<file path="config.mk">
export PLATFORM = sky130hd
export DESIGN_NAME = spbl_ctrl
export DESIGN_NICKNAME = d
export VERILOG_FILES = /design/src/rtl/spbl_pkg.sv /design/src/rtl/spbl_ctrl.sv
export SDC_FILE = /design/constraint.sdc
export NUM_CORES = 1
export LEC_CHECK = 0
export BUFFER_PORTS_ARGS = -buffer_cell sky130_fd_sc_hd__buf_2
export CAP_MARGIN = 15
export CORE_MARGIN = 1
export CORE_UTILIZATION = 35
export DETAILED_ROUTE_END_ITERATION = 8
export HOLD_SLACK_MARGIN = 0.03
export PLACE_DENSITY_LB_ADDON = 0.25
export REMOVE_ABC_BUFFERS = 1
export SETUP_SLACK_MARGIN = 0.1
export SYNTH_ARGS = -nofsm -noshare
export SYNTH_HDL_FRONTEND = slang
export SYNTH_SLANG_ARGS = --single-unit
export TNS_END_PERCENT = 1
</file>
<file path="constraint.sdc">
create_clock -name clk_i -period 2 [get_ports clk_i]
set_input_delay 0.1 -clock clk_i [delete_from_list [all_inputs] [get_ports clk_i]]
set_output_delay 0.1 -clock clk_i [all_outputs]
set_load 0.01 [all_outputs]
</file>
<file path="src/rtl/spbl_pkg.sv">
// Package for the slot pool with bucket lists: field widths, codes, and the
// command/status structs between controller and datapath. No dependencies.
`default_nettype none
package spbl_pkg;

  localparam int unsigned SlotW        = 10;
  localparam int unsigned TileW        = 6;
  localparam int unsigned ActW         = 3;
  localparam int unsigned StatW        = 2;
  localparam int unsigned NumSlotsDef  = 1024;
  localparam int unsigned GridSideDef  = 64;

  typedef enum logic [ActW-1:0] {
    ACT_FIND      = 3'd0,
    ACT_OCCUPY    = 3'd1,
    ACT_FREE      = 3'd2,
    ACT_APPEND    = 3'd3,
    ACT_REMOVE    = 3'd4,
    ACT_READ_HEAD = 3'd5,
    ACT_READ_LINK = 3'd6
  } action_e;

  typedef enum logic [StatW-1:0] {
    ST_OK   = 2'd0,
    ST_FULL = 2'd1,
    ST_BAD  = 2'd2
  } status_e;

  // Memory read selection; the pointer registers follow the read
  typedef enum logic [2:0] {
    RD_NONE,
    RD_SLOT,        // slot entry of the request slot
    RD_SCAN_FIRST,  // slot 1, scan restarts
    RD_SCAN_NEXT,   // scan + 1
    RD_HEAD_NEXT,   // slot entry at the tile head, walk restarts
    RD_WALK_NEXT,   // slot entry at the current link, walk advances
    RD_TILE         // tile head of the request tile
  } rd_sel_e;

  typedef enum logic [2:0] {
    SW_NONE,
    SW_CLEAR,
    SW_IDLE_ENTRY,     // slot: used, off tile, no link
    SW_FREE,           // slot: unused, keep link
    SW_ON_END,         // slot: used, on tile, no link
    SW_CUR_LINK_S,     // walk slot links to request slot
    SW_CUR_LINK_SNEXT  // walk slot links past request slot
  } swr_sel_e;

  typedef enum logic [1:0] {
    TW_NONE,
    TW_CLEAR,
    TW_SLOT,
    TW_SNEXT
  } twr_sel_e;

  typedef enum logic [1:0] {
    RES_ZERO,
    RES_SCAN,
    RES_NEXT,
    RES_HEAD
  } res_sel_e;

  typedef struct packed {
    logic      req_load;
    rd_sel_e   rd_sel;
    swr_sel_e  swr_sel;
    twr_sel_e  twr_sel;
    logic      snext_load;
    logic      res_load;
    res_sel_e  res_sel;
    status_e   res_status;
    logic      out_load;
    logic      clr_step;
  } dp_cmd_t;

  typedef struct packed {
    action_e act;
    logic    slot_ok;
    logic    tile_ok;
    logic    sd_used;
    logic    sd_on;
    logic    nxt_zero;
    logic    nxt_is_s;
    logic    hd_zero;
    logic    hd_is_s;
    logic    scan_last;
    logic    app_more;
    logic    rem_more;
    logic    clr_done;
  } dp_status_t;

endpackage
`default_nettype wire

</file>
<file path="src/rtl/spbl_ctrl.sv">
// Controller: sequences each action over the datapath memories, one read a
// cycle, and owns the handshakes. Depends on spbl_pkg.
`default_nettype none
module spbl_ctrl (
  input  wire logic                 clk_i,
  input  wire logic                 rst_ni,
  input  wire logic                 in_valid_i,
  output logic                      in_stall_o,
  output logic                      out_valid_o,
  input  wire logic                 out_stall_i,
  input  wire spbl_pkg::dp_status_t sts_i,
  output spbl_pkg::dp_cmd_t         cmd_o
);

  typedef enum logic [3:0] {
    S_CLEAR,
    S_IDLE,
    S_DISPATCH,
    S_FIND_CHK,
    S_SLOT_CHK,
    S_HEAD_CHK,
    S_APP_HEAD,
    S_APP_WALK,
    S_APP_FIN,
    S_REM_HEAD,
    S_REM_WALK,
    S_REM_FIN,
    S_RESP
  } state_e;

  state_e state_q, state_d;
  logic   out_valid_q, out_valid_d;

  always_comb begin
    cmd_o   = '0;
    state_d = state_q;
    unique case (state_q)
      S_CLEAR: begin
        cmd_o.swr_sel  = spbl_pkg::SW_CLEAR;
        cmd_o.twr_sel  = spbl_pkg::TW_CLEAR;
        cmd_o.clr_step = 1'b1;
        if (sts_i.clr_done) state_d = S_IDLE;
      end
      S_IDLE: begin
        if (in_valid_i) begin
          cmd_o.req_load = 1'b1;
          state_d        = S_DISPATCH;
        end
      end
      S_DISPATCH: begin
        cmd_o.res_load   = 1'b1;
        cmd_o.res_status = spbl_pkg::ST_BAD;
        state_d          = S_RESP;
        unique case (sts_i.act)
          spbl_pkg::ACT_FIND: begin
            cmd_o.res_load = 1'b0;
            cmd_o.rd_sel   = spbl_pkg::RD_SCAN_FIRST;
            state_d        = S_FIND_CHK;
          end
          spbl_pkg::ACT_READ_HEAD: begin
            if (sts_i.tile_ok) begin
              cmd_o.res_load = 1'b0;
              cmd_o.rd_sel   = spbl_pkg::RD_TILE;
              state_d        = S_HEAD_CHK;
            end
          end
          spbl_pkg::ACT_OCCUPY, spbl_pkg::ACT_FREE, spbl_pkg::ACT_READ_LINK: begin
            if (sts_i.slot_ok) begin
              cmd_o.res_load = 1'b0;
              cmd_o.rd_sel   = spbl_pkg::RD_SLOT;
              state_d        = S_SLOT_CHK;
            end
          end
          spbl_pkg::ACT_APPEND, spbl_pkg::ACT_REMOVE: begin
            if (sts_i.slot_ok && sts_i.tile_ok) begin
              cmd_o.res_load = 1'b0;
              cmd_o.rd_sel   = spbl_pkg::RD_SLOT;
              state_d        = S_SLOT_CHK;
            end
          end
          default: ;
        endcase
      end
      S_FIND_CHK: begin
        if (!sts_i.sd_used) begin
          cmd_o.res_load = 1'b1;
          cmd_o.res_sel  = spbl_pkg::RES_SCAN;
          state_d        = S_RESP;
        end else if (sts_i.scan_last) begin
          cmd_o.res_load   = 1'b1;
          cmd_o.res_status = spbl_pkg::ST_FULL;
          state_d          = S_RESP;
        end else begin
          cmd_o.rd_sel = spbl_pkg::RD_SCAN_NEXT;
        end
      end
      S_SLOT_CHK: begin
        cmd_o.res_load   = 1'b1;
        cmd_o.res_status = spbl_pkg::ST_BAD;
        state_d          = S_RESP;
        unique case (sts_i.act)
          spbl_pkg::ACT_OCCUPY: begin
            if (!sts_i.sd_used) begin
              cmd_o.swr_sel    = spbl_pkg::SW_IDLE_ENTRY;
              cmd_o.res_status = spbl_pkg::ST_OK;
            end
          end
          spbl_pkg::ACT_FREE: begin
            if (sts_i.sd_used && !sts_i.sd_on) begin
              cmd_o.swr_sel    = spbl_pkg::SW_FREE;
              cmd_o.res_status = spbl_pkg::ST_OK;
            end
          end
          spbl_pkg::ACT_READ_LINK: begin
            cmd_o.res_sel    = spbl_pkg::RES_NEXT;
            cmd_o.res_status = spbl_pkg::ST_OK;
          end
          spbl_pkg::ACT_APPEND: begin
            if (sts_i.sd_used && !sts_i.sd_on) begin
              cmd_o.res_load = 1'b0;
              cmd_o.rd_sel   = spbl_pkg::RD_TILE;
              state_d        = S_APP_HEAD;
            end
          end
          spbl_pkg::ACT_REMOVE: begin
            if (sts_i.sd_used && sts_i.sd_on) begin
              cmd_o.res_load   = 1'b0;
              cmd_o.snext_load = 1'b1;
              cmd_o.rd_sel     = spbl_pkg::RD_TILE;
              state_d          = S_REM_HEAD;
            end
          end
          default: ;
        endcase
      end
      S_HEAD_CHK: begin
        cmd_o.res_load = 1'b1;
        cmd_o.res_sel  = spbl_pkg::RES_HEAD;
        state_d        = S_RESP;
      end
      S_APP_HEAD: begin
        if (sts_i.hd_zero) begin
          cmd_o.twr_sel  = spbl_pkg::TW_SLOT;
          cmd_o.swr_sel  = spbl_pkg::SW_ON_END;
          cmd_o.res_load = 1'b1;
          state_d        = S_RESP;
        end else begin
          cmd_o.rd_sel = spbl_pkg::RD_HEAD_NEXT;
          state_d      = S_APP_WALK;
        end
      end
      S_APP_WALK: begin
        if (!sts_i.nxt_zero && sts_i.app_more) begin
          cmd_o.rd_sel = spbl_pkg::RD_WALK_NEXT;
        end else begin
          cmd_o.swr_sel = spbl_pkg::SW_CUR_LINK_S;
          state_d       = S_APP_FIN;
        end
      end
      S_APP_FIN: begin
        cmd_o.swr_sel  = spbl_pkg::SW_ON_END;
        cmd_o.res_load = 1'b1;
        state_d        = S_RESP;
      end
      S_REM_HEAD: begin
        if (sts_i.hd_zero) begin
          cmd_o.res_load   = 1'b1;
          cmd_o.res_status = spbl_pkg::ST_BAD;
          state_d          = S_RESP;
        end else if (sts_i.hd_is_s) begin
          cmd_o.twr_sel  = spbl_pkg::TW_SNEXT;
          cmd_o.swr_sel  = spbl_pkg::SW_IDLE_ENTRY;
          cmd_o.res_load = 1'b1;
          state_d        = S_RESP;
        end else begin
          cmd_o.rd_sel = spbl_pkg::RD_HEAD_NEXT;
          state_d      = S_REM_WALK;
        end
      end
      S_REM_WALK: begin
        if (sts_i.nxt_zero) begin
          cmd_o.res_load   = 1'b1;
          cmd_o.res_status = spbl_pkg::ST_BAD;
          state_d          = S_RESP;
        end else if (sts_i.nxt_is_s) begin
          cmd_o.swr_sel = spbl_pkg::SW_CUR_LINK_SNEXT;
          state_d       = S_REM_FIN;
        end else if (sts_i.rem_more) begin
          cmd_o.rd_sel = spbl_pkg::RD_WALK_NEXT;
        end else begin
          cmd_o.res_load   = 1'b1;
          cmd_o.res_status = spbl_pkg::ST_BAD;
          state_d          = S_RESP;
        end
      end
      S_REM_FIN: begin
        cmd_o.swr_sel  = spbl_pkg::SW_IDLE_ENTRY;
        cmd_o.res_load = 1'b1;
        state_d        = S_RESP;
      end
      S_RESP: begin
        if (!out_valid_q || !out_stall_i) begin
          cmd_o.out_load = 1'b1;
          state_d        = S_IDLE;
        end
      end
      default: state_d = S_IDLE;
    endcase
  end

  always_comb begin
    if (cmd_o.out_load) out_valid_d = 1'b1;
    else if (!out_stall_i) out_valid_d = 1'b0;
    else out_valid_d = out_valid_q;
  end

  always_ff @(posedge clk_i or negedge rst_ni) begin
    if (!rst_ni) begin
      state_q     <= S_CLEAR;
      out_valid_q <= 1'b0;
    end else begin
      state_q     <= state_d;
      out_valid_q <= out_valid_d;
    end
  end

  assign in_stall_o  = (state_q != S_IDLE);
  assign out_valid_o = out_valid_q;

endmodule
`default_nettype wire

</file>
# ---- Word-level counts from Yosys, hierarchy flattened
# Cells that the tools add are included.
dict set report totals {
  regBits 5
  inputBits 19
  out_inout_bits 19
  elab_cells 127
}
dict set report classes {
  n_eq_ne 26
  n_mux 84
  n_reduce_logical 15
}
# operator count
set op_table {}
lappend op_table {{$mux 4} 16}
lappend op_table {{$pmux 4 s11} 1}
lappend op_table {{$mux 3} 12}
lappend op_table {{$mux 1} 26}
lappend op_table {{$mux 2} 12}
lappend op_table {{$pmux 3 s8} 1}
lappend op_table {{$pmux 3 s7} 1}
lappend op_table {{$eq 4x4->1 const B} 5}
lappend op_table {{$pmux 2 s3} 3}
lappend op_table {{$eq 4x3->1 const B} 4}
lappend op_table {{$pmux 4 s4} 1}
lappend op_table {{$pmux 3 s2} 2}
lappend op_table {{$pmux 3 s4} 1}
lappend op_table {{$pmux 2 s5} 1}
lappend op_table {{$eq 3x3->1 const B} 3}
lappend op_table {{$eq 4x2->1 const B} 2}
lappend op_table {{$mux 8} 1}
lappend op_table {{$ne 2x2->1 const B} 4}
lappend op_table {{$pmux 4 s2} 1}
lappend op_table {{$pmux 1 s7} 1}
lappend op_table {{$eq 3x2->1 const B} 2}
lappend op_table {{$mux 6} 1}
lappend op_table {{$reduce_and 6->1} 1}
lappend op_table {{$reduce_or 3->1} 2}
lappend op_table {{15 further kinds} 21}

# ---- Longest topological paths before layout
# Gate-level depths: netlist of run 1.
dict set report logic_depth {
  word_depth 5
  ltp_mapped 7
  depth_no_buf 5
}

# ---- Worst setup path after synthesis of run 1
# Ideal clock, no wire load.
dict set report synth_timing {
  path_kind {reg-to-reg}
  start {register state_q[1]}
  end {register state_q[0]}
  setup_time_ns 0.125
  arrival_time_ns 1.538
  required_time_ns 1.875
  path_slack_ns 0.337
  path_stages_with_launch 5
  n_path_buf 1
  synth_period_minus_slack_ns 1.663
  cell_sequence {dfrtp_1 buf_2 or3_1 o2111ai_2 mux2_2}
}
dict set report synth_via {
  elab_chain_cells 3
  word_cells_on_any_way 22
  cone_classes {eq/ne: 18; mux: 1; reduce/logical: 3}
}
# element line
set synth_rtl {}
lappend synth_rtl {{from (decl)} spbl_ctrl.sv:31} ;# state_e state_q, state_d;
lappend synth_rtl {{from (signal assigned)} spbl_ctrl.sv:222} ;# state_q <= state_d;
lappend synth_rtl {{$eq 4x4->1, or another cell as far along} spbl_ctrl.sv:37} ;# unique case (state_q)
lappend synth_rtl {{$reduce_or 3->1 (no source line), or another cell as far along} n/a}
lappend synth_rtl {{$pmux 4 s11 or $reduce_and 6->1 (tied branches)} n/a}
# Several ways; a longest one is shown, not always the timed one.
# A chain may end at the register's enable or synchronous reset.

==> flow_metrics.tcl, run 1 <==
set metrics [dict create \
    netlist_area_sq_um 985.9 \
    wl_per_cell_um 14.93 \
    arrival_ps 1920 \
    cts.sinks 5 \
    status "finished with violations" \
    synth.avg_cell_area_sq_um 6.895 \
    worstSetupPathType "register to primary output" \
    dieArea_sq_um 3033 \
    io_pins 38 \
    netlist-cell-type-count 47 \
    wirelength_mm 3.239 \
    nets 207 \
    synth_seq_cells 5 \
    layout-drive-gt1-share 0.3904 \
    ant_nets 0 \
    path_delay_family "simple AND/OR/NAND/NOR gates" \
    synth_area_leaders "dfrtp_1, nor2_1, a21oi_1" \
    hpwl_mm 2.466 \
    timing.hold.ws_ps 114.0 \
    max-cap-violations 0 \
    fmax_ghz 0.4947 \
    failed_checks "negative setup slack" \
    path_cells "or4b_4, nand2b_4, o22a_1, nand4b_1, buf_2" \
    fin_cells 217 \
    cp_num_buf_inv 1 \
    leakage_nw 0.6233 \
    io_buffers 37 \
    fp.coreArea_sq_um 2567 \
    hold_path.class "primary input to register" \
    num_rows 18 \
    period_share 1.011 \
    die_y_um 55.08 \
    regToRegSetupSlack_ps 160 \
    start_util 0.3840 \
    gp_congestion 0.9172 \
    die_w_um 55.08 \
    cts_tree "done" \
    min_to "out_valid_o" \
    yosysMostFrequentCell "nor2_1" \
    yosysWarnings 0 \
    grt_use_total 0.2271 \
    cts_root_buffer "clkbuf_4" \
    yosys.area.top_type_share 0.1269 \
    drc 0 \
    cts_max_level 1 \
    dr.pass1.iters 5 \
    netlist_instances 143 \
    worstRegToRegCells 6 \
    rsz0062_at_grt "true" \
    area_delta_synth_final_pct 34.90 \
    finalCriticalPeriod_ps 2021 \
    max_slew.worst_pin.slew_ps 511.0 \
    synth_edf_count 0 \
    n_antenna_cell 0 \
    power_density_nw_per_um2 1148 \
    grt_pass1_wl_mm 5.050 \
    seq_area_sq_um 130.1 \
    insertion_delay_ps 250 \
    critical-path-max-stage-delay_ps 570 \
    p_total_mw 1.527 \
    finalSetupViolations 1 \
    synth_top_cell_by_area "dfrtp_1" \
    grt_pass1_vias 1098 \
    cp-start-kind "register" \
    synth_common_cells "nor2_1, nand2_1, a21oi_1" \
    ys.flop_type "dfrtp_1" \
    antenna_found_initial 0 \
    seq_area_frac_synth 0.1269 \
    slowest_stage "or4b_4" \
    multiInputGateArea_sq_um 805.8 \
    grt_max_degree 17 \
    whs_path_depth 3 \
    grt_overflow_total 0 \
    clock-skew-final_ps 4.186 \
    hold_start "out_stall_i" \
    cp-end-kind "primary output" \
    via_count 1328 \
    worstReg2RegStart "state_q[0]" \
    numCtsBuffers 3 \
    finalWorstSetupSlack_ps -21.29 \
    final_util 0.5180 \
    clkTransAtPathRegs_ps 50 \
    clockBufferDepth 2 \
    cp.required_ps 1900 \
    cp_max_fo 4 \
    place_inst 206 \
    drt_iter0_drc 71 \
    async_flop_share 1.000 \
    nFillCells 253 \
    maxSlewHeadroom 0.6550 \
    timing.rr.end "state_q[0]" \
    vias_per_cell 6.120 \
    hold_viol 0 \
    ir_worst_vdd_mv 0.9265 \
    maxSlewViolCount 0 \
]
==> worst register-to-register path, stage by stage, from the launching register on <==
cell and delay [ps]:
dfrtp_2 410, buf_4 160, nor4bb_2 340, buf_4 180, a32oi_4 130, o2111ai_2 150
mux2_2 360
==> worst max-delay path by stage <==
stage | startpoint | endpoint | slack [ps] | cells past startpoint
6_report | state_q[1] | cmd_o[15] | -20 | 5
4_1_cts | state_q[0] | cmd_o[15] | 20 | 5
3_3_place_gp | state_q[3] | state_q[0] | 150 | 5
2_1_floorplan | state_q[2] | state_q[0] | 100 | 5
5_1_grt | state_q[1] | cmd_o[15] | -50 | 5
3_5_place_dp | state_q[2] | cmd_o[14] | 150 | 5
==> state kept, by name, summed over array words and instances, names as in the netlist <==
register     cells
state_q          4
out_valid_o      1
==> repair_timing <==
action / CTS / global route
setup buffers: 6 / 0
endpoints found under the setup margin: 6 / 9
gates resized for setup: 6 / 4
hold buffers: 1 / 0
hold endpoints to repair: 5 / 0
pin swaps: 3 / 2
==> cells in the final DEF, fill, tap and decap left out, drive strengths merged, types with 3 or more instances in the layout <==
master / instances
inv: 4
mux2i: 4
clkbuf: 4
a41oi: 3
nand2b: 5
o21ai: 7
o22ai: 4
dfrtp: 5
and3: 3
a21oi: 10
nor2b: 6
nand3: 6
buf: 52
o211ai: 3
nor4: 3
nor2: 18
nor3: 4
mux2: 3
nand2: 13
==> stage by stage <==
step	worst slack, ps	setup TNS [ps]	cell area [sq um]
4_1_cts	16.81	0	1319
6_report	-21.29	-21.29	1330
3_3_place_gp	150.2	0	1215
2_1_floorplan	103.6	0	924.6
5_1_grt	-49.76	-115.8	1330
3_5_place_dp	145.9	0	1215
==> where the power goes <==
group / internal, mW / leakage (nW) / switching (mW)
registers: 0.153 / 0.0583 / 0.0682
clock network: 0.0757 / 0.0150 / 0.0451
logic: 0.525 / 0.550 / 0.660
==> metal layers <==
layer  wire length, um  vias to the layer above  GRT usage
met5                 0                        -          0
met2              1514                       67     0.3835
li1                  -                      631          -
met3               297                        5    0.01093
met4                33                        0    0.04167
met1              1394                      625     0.3192
==> area by class of cell <==
type | count | share of cell area
clock buffer | 4 | 0.01976
inverter | 5 | 0.01693
multi-input combinational | 120 | 0.6058
sequential | 5 | 0.09784
tap | 30 | 0.02822
timing repair buffer | 53 | 0.2314
==> cell families (layout without fill, tap and decap cells) <==
kind of cell,Yosys count,after routing,synth area share
buf+inv,18,62,0.08122
mux,7,7,0.07487
flops,5,5,0.1269
compound gates,43,43,0.3109
simple gates,70,70,0.4061
Power figures use the tool's default switching activity.
==> inputs of run 2 (changes only) <==
- CTS_BUF_LIST: unset -> sky130_fd_sc_hd__clkbuf_16
==> run 2 against run 1 <==
Effect of this change: the run still ends with negative setup slack left; clock skew decreased by 2.5 ps; first-iteration DRC count down 17%; critical path depth unchanged; worst setup slack got worse by 8.4 ps; die area unchanged; core utilization is 2.6 points higher; fmax fell by 0.41%; worst hold slack improved by 19 ps; critical path type unchanged.
==> flow_metrics.tcl, run 2 (synthesis results as in run 1) <==
set metrics [dict create \
    grt_pass1_vias 1121 \
    worstReg2RegStart "state_q[2]" \
    p_total_mw 1.769 \
    nets 212 \
    fmax_ghz 0.4927 \
    dieArea_sq_um 3033 \
    mostFrequentLayoutCells "buf_2, buf_4, nor2_1, nand2_1, a21oi_1" \
    grt_pass1_wl_mm 5.092 \
    max-cap-violations 0 \
    cts_max_level 1 \
    die_w_um 55.08 \
    grt_max_degree 17 \
    cts.sinks 5 \
    cp.required_ps 1900 \
    maxSlewHeadroom 0.7059 \
    numCtsBuffers 3 \
    cp-start-kind "register" \
    hpwl_mm 2.466 \
    gp_congestion 0.9172 \
    wl_per_cell_um 15.39 \
    worstSetupPathType "register to primary output" \
    largest_reg_flops 4 \
    slowest_stage "or4b_4" \
    io_pins 38 \
    rsz0062_at_grt "true" \
    area_delta_synth_final_pct 41.75 \
    hold_viol 0 \
    cts_tree "done" \
    grt_use_total 0.2356 \
    regMostFlops "state_q" \
    timing.hold.ws_ps 132.9 \
    critical-path-max-stage-delay_ps 570 \
    start_util 0.3840 \
    vias_per_cell 6.072 \
    power_density_nw_per_um2 1266 \
    final_common_cell "buf_2" \
    fp.coreArea_sq_um 2567 \
    clkTransAtPathRegs_ps 30 \
    grt_overflow_total 0 \
    ant_nets 0 \
    arrival_ps 1930 \
    wirelength_mm 3.416 \
    crit_start "state_q[1]" \
    drc 0 \
    antenna_found_initial 0 \
    max_slew.worst_pin.slew_ps 437.0 \
    maxSlewViolCount 0 \
    hold_path.class "primary input to register" \
    drt_iter0_drc 59 \
    finalWorstSetupSlack_ps -29.69 \
    path_cells "or4b_4, nor4_4, a41oi_1, o211ai_1, buf_2" \
    layout-drive-gt1-share 0.3906 \
    cts_root_buffer "clkbuf_16" \
    hold_start "out_stall_i" \
    status "finished with violations" \
    period_share 1.015 \
    failed_checks "negative setup slack" \
    placed_cell_area_sq_um 1215 \
    io_buffers 37 \
    cp_max_fo 4 \
    num_rows 18 \
    dr.pass1.iters 4 \
    clockBufferDepth 2 \
    leakage_nw 0.6819 \
    die_y_um 55.08 \
    finalSetupViolations 1 \
    cp-end-kind "primary output" \
    n_antenna_cell 0 \
    finalCriticalPeriod_ps 2030 \
    via_count 1348 \
    clock-skew-final_ps 1.728 \
    ir_worst_vdd_mv 0.8739 \
    insertion_delay_ps 230 \
    final_area_sq_um 1398 \
]
## run 2: final timing paths
path | to | slack, ps | depth (start not counted)
min in group asynchronous | state_q[1] | 210 | 2
min | out_valid_o | 130 | 3
max in group asynchronous | state_q[0] | 1640 | 2
max | cmd_o[14] | -30 | 5
max reg2reg | state_q[2] | 130 | 6
min reg2reg | out_valid_o | 530 | 2
## run 2: final cells by class
| class | instances | area (sq um) |
|---|---|---|
| clock buffer | 3 | 75.07 |
| clock inverter | 1 | 3.754 |
| fill | 245 | 1170 |
| inverter | 5 | 22.52 |
| multi-input combinational | 120 | 783.3 |
| sequential | 5 | 130.1 |
| tap | 30 | 37.54 |
| timing repair buffer | 58 | 345.3 |
## run 2: power by group
part	switching [mW]	leakage [nW]	internal (mW)
combinational	0.681	0.581	0.545
sequential	0.0649	0.0583	0.153
clock	0.0663	0.0423	0.259
total	0.812	0.682	0.957
## run 2: repair_timing
action | in CTS | in global routing
cloned | 0 | 0
hold endpoints to repair | 5 | 0
pin swaps | 3 | 4
hold buffers | 1 | 0
endpoints found under the setup margin | 5 | 7
gates resized for setup | 4 | 3
setup buffers | 6 | 5
## run 2: metal layers
| layer | global-route usage | vias to the layer above | wire length, um |
|---|---|---|---|
| li1 | - | 640 | - |
| met1 | 0.3078 | 642 | 1465 |
| met2 | 0.3916 | 58 | 1623 |
| met3 | 0.02732 | 8 | 264 |
| met4 | 0.09167 | 0 | 61 |
| met5 | 0 | - | 0 |
## run 2: through the flow
| stage | setup TNS (ps) | setup slack (ps) | util | cells |
|---|---|---|---|---|
| 4_1_cts | 0 | 43.20 | 0.5273 | 217 |
| 2_1_floorplan | 0 | 103.6 | - | 130 |
| 5_1_grt | -77.56 | -63.05 | 0.5443 | 222 |
| 6_report | -29.69 | -29.69 | 0.5443 | 222 |
| 3_5_place_dp | 0 | 145.9 | 0.4732 | 206 |
| 3_3_place_gp | 0 | 150.2 | 0.4732 | 206 |
## run 2: critical path, delay by kind of cell, from the launching register on
| kind | cells | cell delay [ps] |
|---|---|---|
| AO/OA/AOI/OAI | 2 | 280 |
| buffers and inverters | 1 | 180 |
| flip-flops | 1 | 420 |
| AND/OR/NAND/NOR | 2 | 820 |
